**src/sv/usmg_pkg.sv**
```systemverilog
// Shared types, section codes and the trig series used to build the sphere tables.
package usmg_pkg;

    // Section codes of the mesh sequencer
    localparam logic [2:0] SEC_TOP_V   = 3'd0;
    localparam logic [2:0] SEC_RING_V  = 3'd1;
    localparam logic [2:0] SEC_BOT_V   = 3'd2;
    localparam logic [2:0] SEC_TOP_FAN = 3'd3;
    localparam logic [2:0] SEC_MID     = 3'd4;
    localparam logic [2:0] SEC_BOT_FAN = 3'd5;
    localparam logic [2:0] SEC_DONE    = 3'd6;

    // Field widths
    localparam int CNT_W  = 7;
    localparam int POS_W  = 16;
    localparam int TEX_W  = 15;
    localparam int IDX_W  = 13;
    localparam int DATA_W = 120;

    // Q2.14 and Q30 constants
    localparam logic signed [POS_W-1:0] ONE_Q14     = 16'sd16384;
    localparam logic [TEX_W-1:0]        TEX_ONE     = 15'd16384;
    localparam longint unsigned         Q30_ONE     = 64'd1073741824;
    localparam longint unsigned         HALF_PI_Q30 = 64'd1686629713;

    // One mesh item as it leaves the sequencer
    typedef struct packed {
        logic [2:0]       sec;
        logic [CNT_W-1:0] ring;
        logic [CNT_W-1:0] col;
        logic             half;
        logic             ccw;
        logic             last;
    } desc_t;

    // Taylor series in Q30 for x in [0, pi/2): sin if odd, else cos; result Q2.14
    function automatic int series_q14(input longint unsigned x, input logic odd);
        longint unsigned t;
        longint          sum;
        t   = odd ? x : Q30_ONE;
        sum = longint'(t);
        for (int k = 1; k <= 7; k++) begin
            t = (((t * x) >> 30) * x) >> 30;
            case (k)
                1:       t = odd ? t / 6   : t / 2;
                2:       t = odd ? t / 20  : t / 12;
                3:       t = odd ? t / 42  : t / 30;
                4:       t = odd ? t / 72  : t / 56;
                5:       t = odd ? t / 110 : t / 90;
                6:       t = odd ? t / 156 : t / 132;
                default: t = odd ? t / 210 : t / 182;
            endcase
            if ((k & 1) != 0)
                sum = sum - longint'(t);
            else
                sum = sum + longint'(t);
        end
        if (sum <= 0)
            return 0;
        sum = (sum + 64'sd32768) >>> 16;
        if (sum > 64'sd16384)
            return 16384;
        return int'(sum);
    endfunction

endpackage

```
**src/sv/uv_sphere_mesh_generator.sv**
```systemverilog
// UV sphere mesh generator top level.
// Each item taken on the s_ channel is a tick: s_tdata[0] = restart. A tick
// with restart low asks for the next mesh item; restart high abandons the
// current mesh and yields the top pole. The m_ channel carries one result
// per tick until the mesh is finished: vertices first (top pole, RINGS-1
// rings of SEGMENTS+1 vertices, bottom pole), then triangles (top fan,
// middle band quads as two triangles, bottom fan). m_tuser is high for a
// vertex, m_tlast marks the final triangle. Ticks after the final triangle
// give no result until a restart.
// A result reaches m_ once its tick has passed the sequencer register, then
// the output register. Throughput: one item per cycle while m_tready is high,
// set by the counter update in the sequencer.
// Reset puts the sequencer at the top pole, empties both registers and sets
// front_ccw to 1. cfg_we/cfg_wdata write front_ccw; write it only when idle.
// When m_tready is low the output holds; s_tready then falls once both the
// sequencer register and the output register hold items.
module uv_sphere_mesh_generator #(
    parameter int RINGS    = 10,  // 3..64
    parameter int SEGMENTS = 10   // 3..64
) (
    input  logic                         clk,
    input  logic                         rst_n,
    input  logic                         cfg_we,
    input  logic                         cfg_wdata,   // front_ccw
    input  logic                         s_tvalid,
    output logic                         s_tready,
    input  logic [7:0]                   s_tdata,     // [0] restart, [7:1] zero
    output logic                         m_tvalid,
    input  logic                         m_tready,
    // [15:0] pos_x, [31:16] pos_y, [47:32] pos_z, [62:48] tex_u, [77:63] tex_v,
    // [90:78] corner_a, [103:91] corner_b, [116:104] corner_c, [119:117] zero
    output logic [usmg_pkg::DATA_W-1:0]  m_tdata,
    output logic                         m_tuser,     // [0] is_vertex
    output logic                         m_tlast      // mesh_end
);

    usmg_pkg::desc_t desc;
    logic            desc_valid;
    logic            out_adv;
    logic            seq_adv;

    // Sequencer register loads when empty or when the output stage takes it
    assign seq_adv  = !desc_valid || out_adv;
    assign s_tready = seq_adv;

    usmg_seq #(
        .RINGS    (RINGS),
        .SEGMENTS (SEGMENTS)
    ) u_seq (
        .clk        (clk),
        .rst_n      (rst_n),
        .cfg_we     (cfg_we),
        .cfg_wdata  (cfg_wdata),
        .take       (s_tvalid && seq_adv),
        .advance    (seq_adv),
        .restart    (s_tdata[0]),
        .desc_valid (desc_valid),
        .desc       (desc)
    );

    usmg_emit #(
        .RINGS    (RINGS),
        .SEGMENTS (SEGMENTS)
    ) u_emit (
        .clk        (clk),
        .rst_n      (rst_n),
        .desc_valid (desc_valid),
        .desc       (desc),
        .out_ready  (m_tready),
        .advance    (out_adv),
        .out_valid  (m_tvalid),
        .out_data   (m_tdata),
        .out_vertex (m_tuser),
        .out_last   (m_tlast)
    );

endmodule

```
**src/sv/usmg_trig_rom.sv**
```systemverilog
// Constant sine, cosine and texture-ratio table indexed by ring or column.
module usmg_trig_rom #(
    parameter int DIV     = 10,   // entries per full turn
    parameter int TEX_DEN = 10,   // texture coordinate denominator
    parameter int DEPTH   = 11    // valid entries
) (
    input  logic [$clog2(DEPTH)-1:0]           idx,
    output logic signed [usmg_pkg::POS_W-1:0]  sin_q,
    output logic signed [usmg_pkg::POS_W-1:0]  cos_q,
    output logic [usmg_pkg::TEX_W-1:0]         tex_q
);

    localparam int AW   = $clog2(DEPTH);
    localparam int ENTS = 2 ** AW;

    logic signed [usmg_pkg::POS_W-1:0] sin_tab [ENTS];
    logic signed [usmg_pkg::POS_W-1:0] cos_tab [ENTS];
    logic [usmg_pkg::TEX_W-1:0]        tex_tab [ENTS];

    // Table entries worked out at elaboration
    for (genvar k = 0; k < ENTS; k++) begin : g_ent
        localparam longint unsigned NS = longint'(k) * 64'd4;
        localparam longint unsigned NC = NS + longint'(DIV);
        localparam longint unsigned QS = (NS / DIV) & 64'd3;
        localparam longint unsigned QC = (NC / DIV) & 64'd3;
        localparam longint unsigned XS = ((NS % DIV) * usmg_pkg::HALF_PI_Q30) / DIV;
        localparam longint unsigned XC = ((NC % DIV) * usmg_pkg::HALF_PI_Q30) / DIV;
        localparam int VS = usmg_pkg::series_q14(XS, (QS & 64'd1) == 64'd0);
        localparam int VC = usmg_pkg::series_q14(XC, (QC & 64'd1) == 64'd0);
        localparam logic signed [usmg_pkg::POS_W-1:0] SIN_V =
            (QS >= 64'd2) ? 16'(-VS) : 16'(VS);
        localparam logic signed [usmg_pkg::POS_W-1:0] COS_V =
            (QC >= 64'd2) ? 16'(-VC) : 16'(VC);
        localparam longint unsigned TX = (longint'(k) * 64'd16384 + TEX_DEN / 2) / TEX_DEN;

        assign sin_tab[k] = (k < DEPTH) ? SIN_V : '0;
        assign cos_tab[k] = (k < DEPTH) ? COS_V : '0;
        assign tex_tab[k] = (k < DEPTH) ? TX[usmg_pkg::TEX_W-1:0] : '0;
    end

    // Lookup
    assign sin_q = sin_tab[idx];
    assign cos_q = cos_tab[idx];
    assign tex_q = tex_tab[idx];

endmodule

```
**src/sv/usmg_seq.sv**
```systemverilog
// Mesh sequencer: section/ring/column counters, winding register and item register.
module usmg_seq #(
    parameter int RINGS    = 10,
    parameter int SEGMENTS = 10
) (
    input  logic              clk,
    input  logic              rst_n,
    input  logic              cfg_we,
    input  logic              cfg_wdata,
    input  logic              take,      // input item accepted this cycle
    input  logic              advance,   // item register may load
    input  logic              restart,
    output logic              desc_valid,
    output usmg_pkg::desc_t   desc
);

    localparam logic [usmg_pkg::CNT_W-1:0] SEG_C   = usmg_pkg::CNT_W'(SEGMENTS);
    localparam logic [usmg_pkg::CNT_W-1:0] RLAST_C = usmg_pkg::CNT_W'(RINGS - 1);
    localparam logic [usmg_pkg::CNT_W-1:0] RMID_C  = usmg_pkg::CNT_W'(RINGS - 2);
    localparam logic [usmg_pkg::CNT_W-1:0] ONE_C   = usmg_pkg::CNT_W'(1);

    logic [2:0]                 sec_reg, sec_next;
    logic [usmg_pkg::CNT_W-1:0] ring_reg, ring_next;
    logic [usmg_pkg::CNT_W-1:0] col_reg, col_next;
    logic                       half_reg, half_next;
    logic                       ccw_reg;
    logic                       valid_reg, valid_next;
    usmg_pkg::desc_t            desc_reg, desc_next;

    logic [2:0]                 sec_eff;
    logic [usmg_pkg::CNT_W-1:0] ring_eff, col_eff, col_inc, ring_inc;
    logic                       half_eff, emit;

    // Winding register
    always_ff @(posedge clk or negedge rst_n)
    begin
        if (!rst_n)
            ccw_reg <= 1'b1;
        else if (cfg_we)
            ccw_reg <= cfg_wdata;
    end

    // Next state and item descriptor
    always_comb
    begin
        sec_eff  = restart ? usmg_pkg::SEC_TOP_V : sec_reg;
        ring_eff = restart ? '0 : ring_reg;
        col_eff  = restart ? '0 : col_reg;
        half_eff = restart ? 1'b0 : half_reg;
        col_inc  = col_eff + ONE_C;
        ring_inc = ring_eff + ONE_C;

        sec_next  = sec_eff;
        ring_next = ring_eff;
        col_next  = col_eff;
        half_next = half_eff;
        emit      = 1'b1;

        desc_next.sec  = sec_eff;
        desc_next.ring = ring_eff;
        desc_next.col  = col_eff;
        desc_next.half = half_eff;
        desc_next.ccw  = ccw_reg;
        desc_next.last = 1'b0;

        case (sec_eff)
            usmg_pkg::SEC_TOP_V:
            begin
                sec_next  = usmg_pkg::SEC_RING_V;
                ring_next = ONE_C;
                col_next  = '0;
            end
            usmg_pkg::SEC_RING_V:
            begin
                if (col_eff >= SEG_C)
                begin
                    col_next  = '0;
                    ring_next = ring_inc;
                    if (ring_eff >= RLAST_C)
                        sec_next = usmg_pkg::SEC_BOT_V;
                end
                else
                    col_next = col_inc;
            end
            usmg_pkg::SEC_BOT_V:
            begin
                sec_next = usmg_pkg::SEC_TOP_FAN;
                col_next = '0;
            end
            usmg_pkg::SEC_TOP_FAN:
            begin
                col_next = col_inc;
                if (col_inc >= SEG_C)
                begin
                    sec_next  = usmg_pkg::SEC_MID;
                    ring_next = '0;
                    col_next  = '0;
                    half_next = 1'b0;
                end
            end
            usmg_pkg::SEC_MID:
            begin
                if (!half_eff)
                    half_next = 1'b1;
                else
                begin
                    half_next = 1'b0;
                    col_next  = col_inc;
                    if (col_inc >= SEG_C)
                    begin
                        col_next  = '0;
                        ring_next = ring_inc;
                        if (ring_inc >= RMID_C)
                            sec_next = usmg_pkg::SEC_BOT_FAN;
                    end
                end
            end
            usmg_pkg::SEC_BOT_FAN:
            begin
                desc_next.last = (col_inc >= SEG_C);
                col_next       = col_inc;
                if (col_inc >= SEG_C)
                    sec_next = usmg_pkg::SEC_DONE;
            end
            default:
                emit = 1'b0;
        endcase

        valid_next = take & emit;
    end

    // Sequencer state
    always_ff @(posedge clk or negedge rst_n)
    begin
        if (!rst_n)
        begin
            sec_reg  <= usmg_pkg::SEC_TOP_V;
            ring_reg <= '0;
            col_reg  <= '0;
            half_reg <= 1'b0;
        end
        else if (take)
        begin
            sec_reg  <= sec_next;
            ring_reg <= ring_next;
            col_reg  <= col_next;
            half_reg <= half_next;
        end
    end

    // Item register
    always_ff @(posedge clk or negedge rst_n)
    begin
        if (!rst_n)
            valid_reg <= 1'b0;
        else if (advance)
            valid_reg <= valid_next;
    end

    always_ff @(posedge clk)
    begin
        if (advance && take)
            desc_reg <= desc_next;
    end

    assign desc_valid = valid_reg;
    assign desc       = desc_reg;

endmodule

```
**src/sv/usmg_emit.sv**
```systemverilog
// Result stage: table lookups, position products, vertex indices and output register.
module usmg_emit #(
    parameter int RINGS    = 10,
    parameter int SEGMENTS = 10
) (
    input  logic                          clk,
    input  logic                          rst_n,
    input  logic                          desc_valid,
    input  usmg_pkg::desc_t               desc,
    input  logic                          out_ready,
    output logic                          advance,   // output register may load
    output logic                          out_valid,
    output logic [usmg_pkg::DATA_W-1:0]   out_data,
    output logic                          out_vertex,
    output logic                          out_last
);

    localparam int RAW = $clog2(RINGS);
    localparam int CAW = $clog2(SEGMENTS + 1);
    localparam logic [usmg_pkg::IDX_W-1:0] RV_C    = usmg_pkg::IDX_W'(SEGMENTS + 1);
    localparam logic [usmg_pkg::IDX_W-1:0] SOUTH_C =
        usmg_pkg::IDX_W'(1 + (RINGS - 1) * (SEGMENTS + 1));
    localparam logic [usmg_pkg::IDX_W-1:0] IONE    = usmg_pkg::IDX_W'(1);

    logic signed [usmg_pkg::POS_W-1:0] sp, cp, st, ct;
    logic [usmg_pkg::TEX_W-1:0]        tu, tv;

    logic signed [31:0] px, pz;
    logic [usmg_pkg::POS_W-1:0]        rx, rz;

    logic [usmg_pkg::IDX_W-1:0] ring_i, col_i, ia, ib, base;
    logic [usmg_pkg::IDX_W-1:0] ca, cb, cc;
    logic signed [usmg_pkg::POS_W-1:0] x_n, y_n, z_n;
    logic [usmg_pkg::TEX_W-1:0]        u_n, v_n;
    logic                              vtx_n, last_n;

    logic                              valid_reg;
    logic [usmg_pkg::DATA_W-1:0]       data_reg;
    logic                              vtx_reg, last_reg;

    // Ring table: polar angle ring/(2*RINGS) of a turn
    usmg_trig_rom #(
        .DIV     (2 * RINGS),
        .TEX_DEN (RINGS),
        .DEPTH   (RINGS)
    ) u_ring_rom (
        .idx   (desc.ring[RAW-1:0]),
        .sin_q (sp),
        .cos_q (cp),
        .tex_q (tv)
    );

    // Column table: azimuth column/SEGMENTS of a turn
    usmg_trig_rom #(
        .DIV     (SEGMENTS),
        .TEX_DEN (SEGMENTS),
        .DEPTH   (SEGMENTS + 1)
    ) u_col_rom (
        .idx   (desc.col[CAW-1:0]),
        .sin_q (st),
        .cos_q (ct),
        .tex_q (tu)
    );

    // Q2.14 product, rounded to nearest with ties away from zero
    function automatic logic [usmg_pkg::POS_W-1:0] round_q14(input logic signed [31:0] p);
        logic [31:0] mag;
        logic [31:0] rnd;
        logic [usmg_pkg::POS_W-1:0] m16;
        mag = p[31] ? 32'(-p) : 32'(p);
        rnd = (mag + 32'd8192) >> 14;
        m16 = rnd[usmg_pkg::POS_W-1:0];
        return p[31] ? 16'(-m16) : m16;
    endfunction

    assign px = sp * ct;
    assign pz = sp * st;
    assign rx = round_q14(px);
    assign rz = round_q14(pz);

    // Vertex index arithmetic
    assign ring_i = usmg_pkg::IDX_W'(desc.ring);
    assign col_i  = usmg_pkg::IDX_W'(desc.col);
    assign ia     = IONE + ring_i * RV_C + col_i;
    assign ib     = ia + RV_C;
    assign base   = SOUTH_C - RV_C + col_i;

    // Result fields per section
    always_comb
    begin
        vtx_n  = 1'b0;
        last_n = 1'b0;
        x_n    = '0;
        y_n    = '0;
        z_n    = '0;
        u_n    = '0;
        v_n    = '0;
        ca     = '0;
        cb     = '0;
        cc     = '0;
        case (desc.sec)
            usmg_pkg::SEC_TOP_V:
            begin
                vtx_n = 1'b1;
                y_n   = usmg_pkg::ONE_Q14;
            end
            usmg_pkg::SEC_RING_V:
            begin
                vtx_n = 1'b1;
                x_n   = rx;
                y_n   = cp;
                z_n   = rz;
                u_n   = tu;
                v_n   = tv;
            end
            usmg_pkg::SEC_BOT_V:
            begin
                vtx_n = 1'b1;
                y_n   = -usmg_pkg::ONE_Q14;
                v_n   = usmg_pkg::TEX_ONE;
            end
            usmg_pkg::SEC_TOP_FAN:
            begin
                cb = desc.ccw ? col_i + IONE : col_i + 13'd2;
                cc = desc.ccw ? col_i + 13'd2 : col_i + IONE;
            end
            usmg_pkg::SEC_MID:
            begin
                if (!desc.half)
                begin
                    ca = ia;
                    cb = desc.ccw ? ib : ia + IONE;
                    cc = desc.ccw ? ia + IONE : ib;
                end
                else
                begin
                    ca = ib;
                    cb = desc.ccw ? ib + IONE : ia + IONE;
                    cc = desc.ccw ? ia + IONE : ib + IONE;
                end
            end
            usmg_pkg::SEC_BOT_FAN:
            begin
                ca     = SOUTH_C;
                cb     = desc.ccw ? base + IONE : base;
                cc     = desc.ccw ? base : base + IONE;
                last_n = desc.last;
            end
            default:
            begin
                vtx_n = 1'b0;
            end
        endcase
    end

    assign advance = !valid_reg || out_ready;

    // Output register
    always_ff @(posedge clk or negedge rst_n)
    begin
        if (!rst_n)
            valid_reg <= 1'b0;
        else if (advance)
            valid_reg <= desc_valid;
    end

    always_ff @(posedge clk)
    begin
        if (advance && desc_valid)
        begin
            data_reg <= {3'b000, cc, cb, ca, v_n, u_n, z_n, y_n, x_n};
            vtx_reg  <= vtx_n;
            last_reg <= last_n;
        end
    end

    assign out_valid  = valid_reg;
    assign out_data   = data_reg;
    assign out_vertex = vtx_reg;
    assign out_last   = last_reg;

endmodule

```
**config.mk**
```make
export PLATFORM = sky130hd
export DESIGN_NAME = uv_sphere_mesh_generator
export DESIGN_NICKNAME = d
export VERILOG_FILES = /design/src/sv/usmg_pkg.sv /design/src/sv/uv_sphere_mesh_generator.sv /design/src/sv/usmg_trig_rom.sv /design/src/sv/usmg_seq.sv /design/src/sv/usmg_emit.sv
export SDC_FILE = /design/constraint.sdc
export NUM_CORES = 1
export LEC_CHECK = 0
export BUFFER_PORTS_ARGS = -buffer_cell sky130_fd_sc_hd__buf_2
export CELL_PAD_IN_SITES_DETAIL_PLACEMENT = 1
export CELL_PAD_IN_SITES_GLOBAL_PLACEMENT = 1
export CORE_UTILIZATION = 50
export DETAILED_ROUTE_END_ITERATION = 10
export PLACE_DENSITY = 0.84
export SYNTH_ARGS = -nofsm -noshare
export SYNTH_HDL_FRONTEND = slang
export SYNTH_SLANG_ARGS = --single-unit
```
**constraint.sdc**
```tcl
create_clock -name clk -period 17.33 [get_ports clk]
set_input_delay 0 -clock clk [delete_from_list [all_inputs] [get_ports clk]]
set_output_delay 0 -clock clk [all_outputs]
set_load 0.01 [all_outputs]
```
# After elaboration in Yosys (flattened, before gate mapping)
# Memories as Yosys holds them, arrays and structs flattened. A register that Yosys moved wholly into a read port is not among the register bits.
# Cells that the tools add are included.
# totals
mem_bits_ro	1504
register_bits	160
out_inout_bits	124
n_memories	6
elab_cells	133
# classes
muxes	58
mul	3
n_reduce_logical	13
order_cmp	6
bitwise	3
addsub	17
n_eq_ne	10
# memory_table
memory	depth	width	rd	rd_ports_with_merged_regs	wr	line	source
(no name shown)	16	16	1	0	0	usmg_trig_rom.sv:42	assign sin_q = sin_tab[idx];
(no name shown)	16	16	1	0	0	usmg_trig_rom.sv:42	
(no name shown)	16	16	1	0	0	usmg_trig_rom.sv:43	assign cos_q = cos_tab[idx];
(no name shown)	16	16	1	0	0	usmg_trig_rom.sv:43	
(no name shown)	16	15	1	1	0	usmg_trig_rom.sv:44	assign tex_q = tex_tab[idx];
(no name shown)	16	15	1	0	0	usmg_trig_rom.sv:44	
# op_table
op	count
16-bit two-way mux	10
13-bit two-way mux	11
13-bit one-hot mux with 3 select lines	2
16-bit by 16-bit multiplier with 32-bit output	2
7-bit two-way mux	9
30-bit by 14-bit adder with 30-bit output, second input constant	2
15-bit two-way mux	4
30-bit two-way mux	2
30-bit negation	2
16-bit one-hot mux with 3 select lines	1
13-bit by 1-bit adder with 13-bit output, second input constant	3
7-bit one-hot mux with 5 select lines	1
16-bit negation	2
15-bit one-hot mux with 2 select lines	1
7-bit by 4-bit >= comparator with 1-bit output, second input constant	4
7-bit one-hot mux with 4 select lines	1
13-bit one-hot mux with 2 select lines	1
3-bit two-way mux	8
3-bit one-hot mux with 6 select lines	1
7-bit by 1-bit adder with 7-bit output, second input constant	2
1-bit by 13-bit adder with 13-bit output, first input constant	1
13-bit by 4-bit adder with 13-bit output, second input constant	1
13-bit by 7-bit adder with 13-bit output	1
3-bit by 2-bit equality test with 1-bit output, second input constant	4
other kinds (18)	34

# Depth between registers and ports, before layout
# depth
depth_word	10
depth_mapped	47

# Cells and area by module
# From an unflattened synthesis, not the netlist that was laid out.
# hier_totals
cells_unflattened	3745
hier_area_um2	33470.9
# by_module_without_submodules
module	instances	cells_each	area_each_um2
usmg_emit	1	3313	29729.8
usmg_seq	1	248	2473.6
usmg_trig_rom (u_emit.u_col_rom)	1	90	655.6
usmg_trig_rom (u_emit.u_ring_rom)	1	92	589.3
uv_sphere_mesh_generator	1	2	22.5

# Worst setup path before layout
# OpenSTA, ideal clock, no wires.
# synth_path
path_type	register to register
startpoint	register u_seq.desc_reg (netlist bit u_seq.desc[3])
endpoint	register u_emit.data_reg (netlist bit u_emit.out_data[15]) (data pin)
setup_time_ns	0.135
path_buffers	6
t_arrival_ns	10.954
synth_period_minus_slack_ns	11.088
path_slack_ns	6.242
stages_incl_launch_ff	43
path_cell_list	edfxtp_1 clkbuf_1 inv_1 ha_1 nand2_1 o21ai_1 nand2_1 inv_1 fa_1 fa_1 inv_1 fa_1 inv_1 fa_1 fa_1 inv_1 fa_1 inv_1 (+7 left out) buf_2 or2_1 buf_2 buf_2 clkbuf_1 clkbuf_1 nand2_1 xnor2_1 ha_1 inv_1 a211o_1 o22ai_2 or3b_1 a21oi_1 o211ai_2 or3_1 or4b_1 nand3_1
# synth_between
elab_chain_cells	10
# synth_rtl
item	line	source
start: declaration	usmg_seq.sv:28	usmg_pkg::desc_t desc_reg, desc_next;
start signal: assignment	usmg_seq.sv:163	desc_reg <= desc_next;
4-bit NOT with 5-bit output (implied by the code) *	usmg_trig_rom.sv:43	
memory 16 x 16 bit *	--	
16-bit two-way mux (implied by the code) * (2 in a row)	usmg_trig_rom.sv:43	
16-bit by 16-bit multiplier with 32-bit output *	usmg_emit.sv:76	assign px = sp * ct;
30-bit negation	usmg_emit.sv:70	mag = p[31] ? 32'(-p) : 32'(p);
30-bit two-way mux	usmg_emit.sv:70	
30-bit by 14-bit adder with 30-bit output	usmg_emit.sv:71	rnd = (mag + 32'd8192) >> 14;
16-bit negation	usmg_emit.sv:73	return p[31] ? 16'(-m16) : m16;
16-bit two-way mux *	usmg_emit.sv:73	
end signal: assignment	usmg_emit.sv:171	data_reg <= {3'b000, cc, cb, ca, v_n, u_n, z_n, y_n, x_n};
end: declaration	usmg_emit.sv:38	logic [usmg_pkg::DATA_W-1:0] data_reg;
# Mark *: on every way between the ends. The rest lies on a longest branch, timed or not. The select of a mux whose other input is x is not followed.
# A chain may end at the register's enable or synchronous reset.

# Final worst setup path
# Ends and elaborated chain as after synthesis.

==> metrics.txt <==
status complete, no violations; critical path fanouts, max 39; Worst-Margin Slew approximately 1.2 ns; Rows 82; Die X around 230 um; placed insts approximately 3600; Via-to-Cell Ratio between 5 and 6; Max Freq 77.9 MHz; grt total ovfl 0; initial antenna violation count 1; clock sink count between 100 and 150; Nets around 3600; post-route cell area between 20000 and 30000 sq um; hold slack 0.0493 ns; first-pass GRT wire length ~130 mm; Yosys warnings 0; DP HPWL 66.7 mm; Initial Utilization 0.511; Post-Syn Area around 26000 sq um; fraction of layout cells with a size suffix above 1 0.0828; reg2reg start u_seq.desc[3]$_DFFE_PP_; slew margin rel. 0.188; number of global-route vias before repair 23800; WP data arrival 13.17 ns; Clock Skews ~0.032 ns; top cell type's share of synthesized area 0.213; hold path start s_tvalid; CORE AREA 50500 sq um; fin. max-slew vios 0; RSZ-0062 raised after global routing false; RePlAce Congestion roughly 0.96; commonest cells in the netlist inv_1 (497), ha_1 (327), fa_1 (274), nand2_1 (238), nor2_1 (201); CP Launch Type flip-flop; Synth Instances between 2000 and 3000; total track usage 0.316; slowest CP cell edfxtp_1; Reg clk slew, reported paths around 0.070 ns; Hold Crit Class in -> reg; Max Cap Violations 0; number of synthesized register bits ~140; I/O Pins about 140; CTS Buf Count 17; Netlist cell types 108; root buffer cell clkbuf_16; endpoints failing setup 0; ANT cells 0; Area after DPL around 27000 sq um; # fillers approximately 6000; cell mode on critical path inv_1; Die Span Y around 230 um; period utilisation layout 0.741; clock buffer depth 2; Post-synth EDFFs around 120; Routed Antenna Nets 0; minimum clock period after layout roughly 13 ns; Iteration-0 DRC Markers 1465; DRC Markers 0; WL final 81.0 mm; syn avg cell area around 9 sq um; main area contributors after synthesis fa_1 (21%), ha_1 (16%), edfxtp_1 (14%); die area ~52000 sq um; ys flop type edfxtp_1; Clk Latency, worst-skew pair around 0.50 ns; asr flop ratio synth 0.148; Seq/Total Area, Yosys 0.161; H-tree depth 4; Layout area overhead 7.15%; cell taking the most area after synthesis fa_1; drt first pass iters 5; Via Count 21900; Crit. End Element flip-flop; Crit Path Class reg -> reg; post-layout instance count excluding filler cells 3681; max reg flops approximately 100; dominant cell by count in the synthesized netlist inv_1; CP Launch Point u_seq.desc[3]$_DFFE_PP_; largest net degree at the start of global routing 71; Hold Fails Final Rpt 0; wire length per cell roughly 22 um; Req. time, crit path between 15 and 20 ns; PortBufs 127; setup TNS 0 ns; CP peak stage delay roughly 0.73 ns; CTS tree built
[stage by stage]
| step | worst slack (ns) | util |
|---|---|---|
| floorplan | 6.24 | - |
| global placement | 4.96 | 0.535 |
| detailed placement | 4.72 | 0.535 |
| CTS | 4.67 | 0.547 |
| global route | 3.73 | 0.547 |
| finish | 4.50 | 0.547 |
[cell families after synthesis]
kind of cell,count (synthesis),share of synthesized area
and+or+nand+nor,793,0.150
DFF,142,0.161
adders and majority gates,603,0.372
AOI/OAI and AO/OA,539,0.141
buffers and inverters,609,0.0925
other,1,0.000145
xor gates and xnor gates,210,0.0727
muxes,25,0.00995
[final timing paths]
check | cells past startpoint | end | slack, ns
max | 37 | u_emit.out_data[15]$_SDFFCE_PN0P_ | 4.50
min | 3 | u_seq.ring_reg[0]$_DFFE_PN0P_ | 0.05
max reg2reg | 37 | u_emit.out_data[15]$_SDFFCE_PN0P_ | 4.50
min reg2reg | 2 | u_seq.col_reg[1]$_DFFE_PN0P_ | 0.53
max in group asynchronous | 2 | u_seq.ring_reg[6]$_DFFE_PN0P_ | 16.89
min in group asynchronous | 2 | u_seq.ring_reg[2]$_DFFE_PN0P_ | 0.06
[metal layers]
layer  track usage  share of wire  wire length [um]  vias to the layer above
met5             0              0                 0                        -
met4         0.123          0.037              3010                        0
met3        0.0464          0.055              4460                      174
met2         0.537           0.49             39800                      642
met1         0.406           0.42             33700                    11100
li1              -              -                 -                     9970
[area by class of cell]
type / instances / area, sq um / area share
multi-input combinational: 2177 / 19300 / 0.698
sequential: 142 / 4160 / 0.151
inverter: 498 / 1870 / 0.0677
timing repair buffer: 160 / 893 / 0.0323
tap: 672 / 841 / 0.0304
clock buffer: 17 / 425 / 0.0154
clock inverter: 15 / 163 / 0.00589
[repair_timing]
item                                   4_1_cts  5_1_grt
hold buffers                                 4        0
endpoints found under the hold margin       24        0
setup buffers                                0        0
resized for setup                            0        0
setup endpoints to repair                    0        0
[critical path, delay by kind of cell (launching register included)]
kind / cells / cell delay [ns]
AOI/OAI and AO/OA: 10 / 3.22
xor gates and xnor gates: 1 / 0.16
adders and majority gates: 9 / 4.40
buffers and inverters: 8 / 1.56
DFF: 1 / 0.73
and+or+nand+nor: 9 / 2.59
[placed cells by master (no fill, tap or decap), drive strengths merged, types with 20 or more instances in the layout]
| cell type | netlist | routed |
|---|---|---|
| xor2 | 66 | 66 |
| and2 | 35 | 35 |
| a21o | 39 | 39 |
| o21a | 21 | 21 |
| nand2 | 238 | 238 |
| dfrtp | 20 | 20 |
| a21oi | 162 | 162 |
| nor2 | 201 | 201 |
| nand2b | 23 | 23 |
| inv | 498 | 503 |
| edfxtp | 121 | 121 |
| mux2i | 20 | 20 |
| fa | 274 | 274 |
| nand4 | 22 | 22 |
| or3 | 20 | 20 |
| nor4 | 23 | 23 |
| nand3 | 56 | 56 |
| xnor2 | 142 | 142 |
| ha | 327 | 327 |
| nor3 | 56 | 56 |
| o21ai | 104 | 104 |
| and3 | 37 | 37 |
| nor2b | 24 | 24 |
| buf | 41 | 156 |
| a211oi | 24 | 24 |
Power is not shown: default switching activity piles up to over one toggle a cycle in this logic, so the estimate is an artifact.
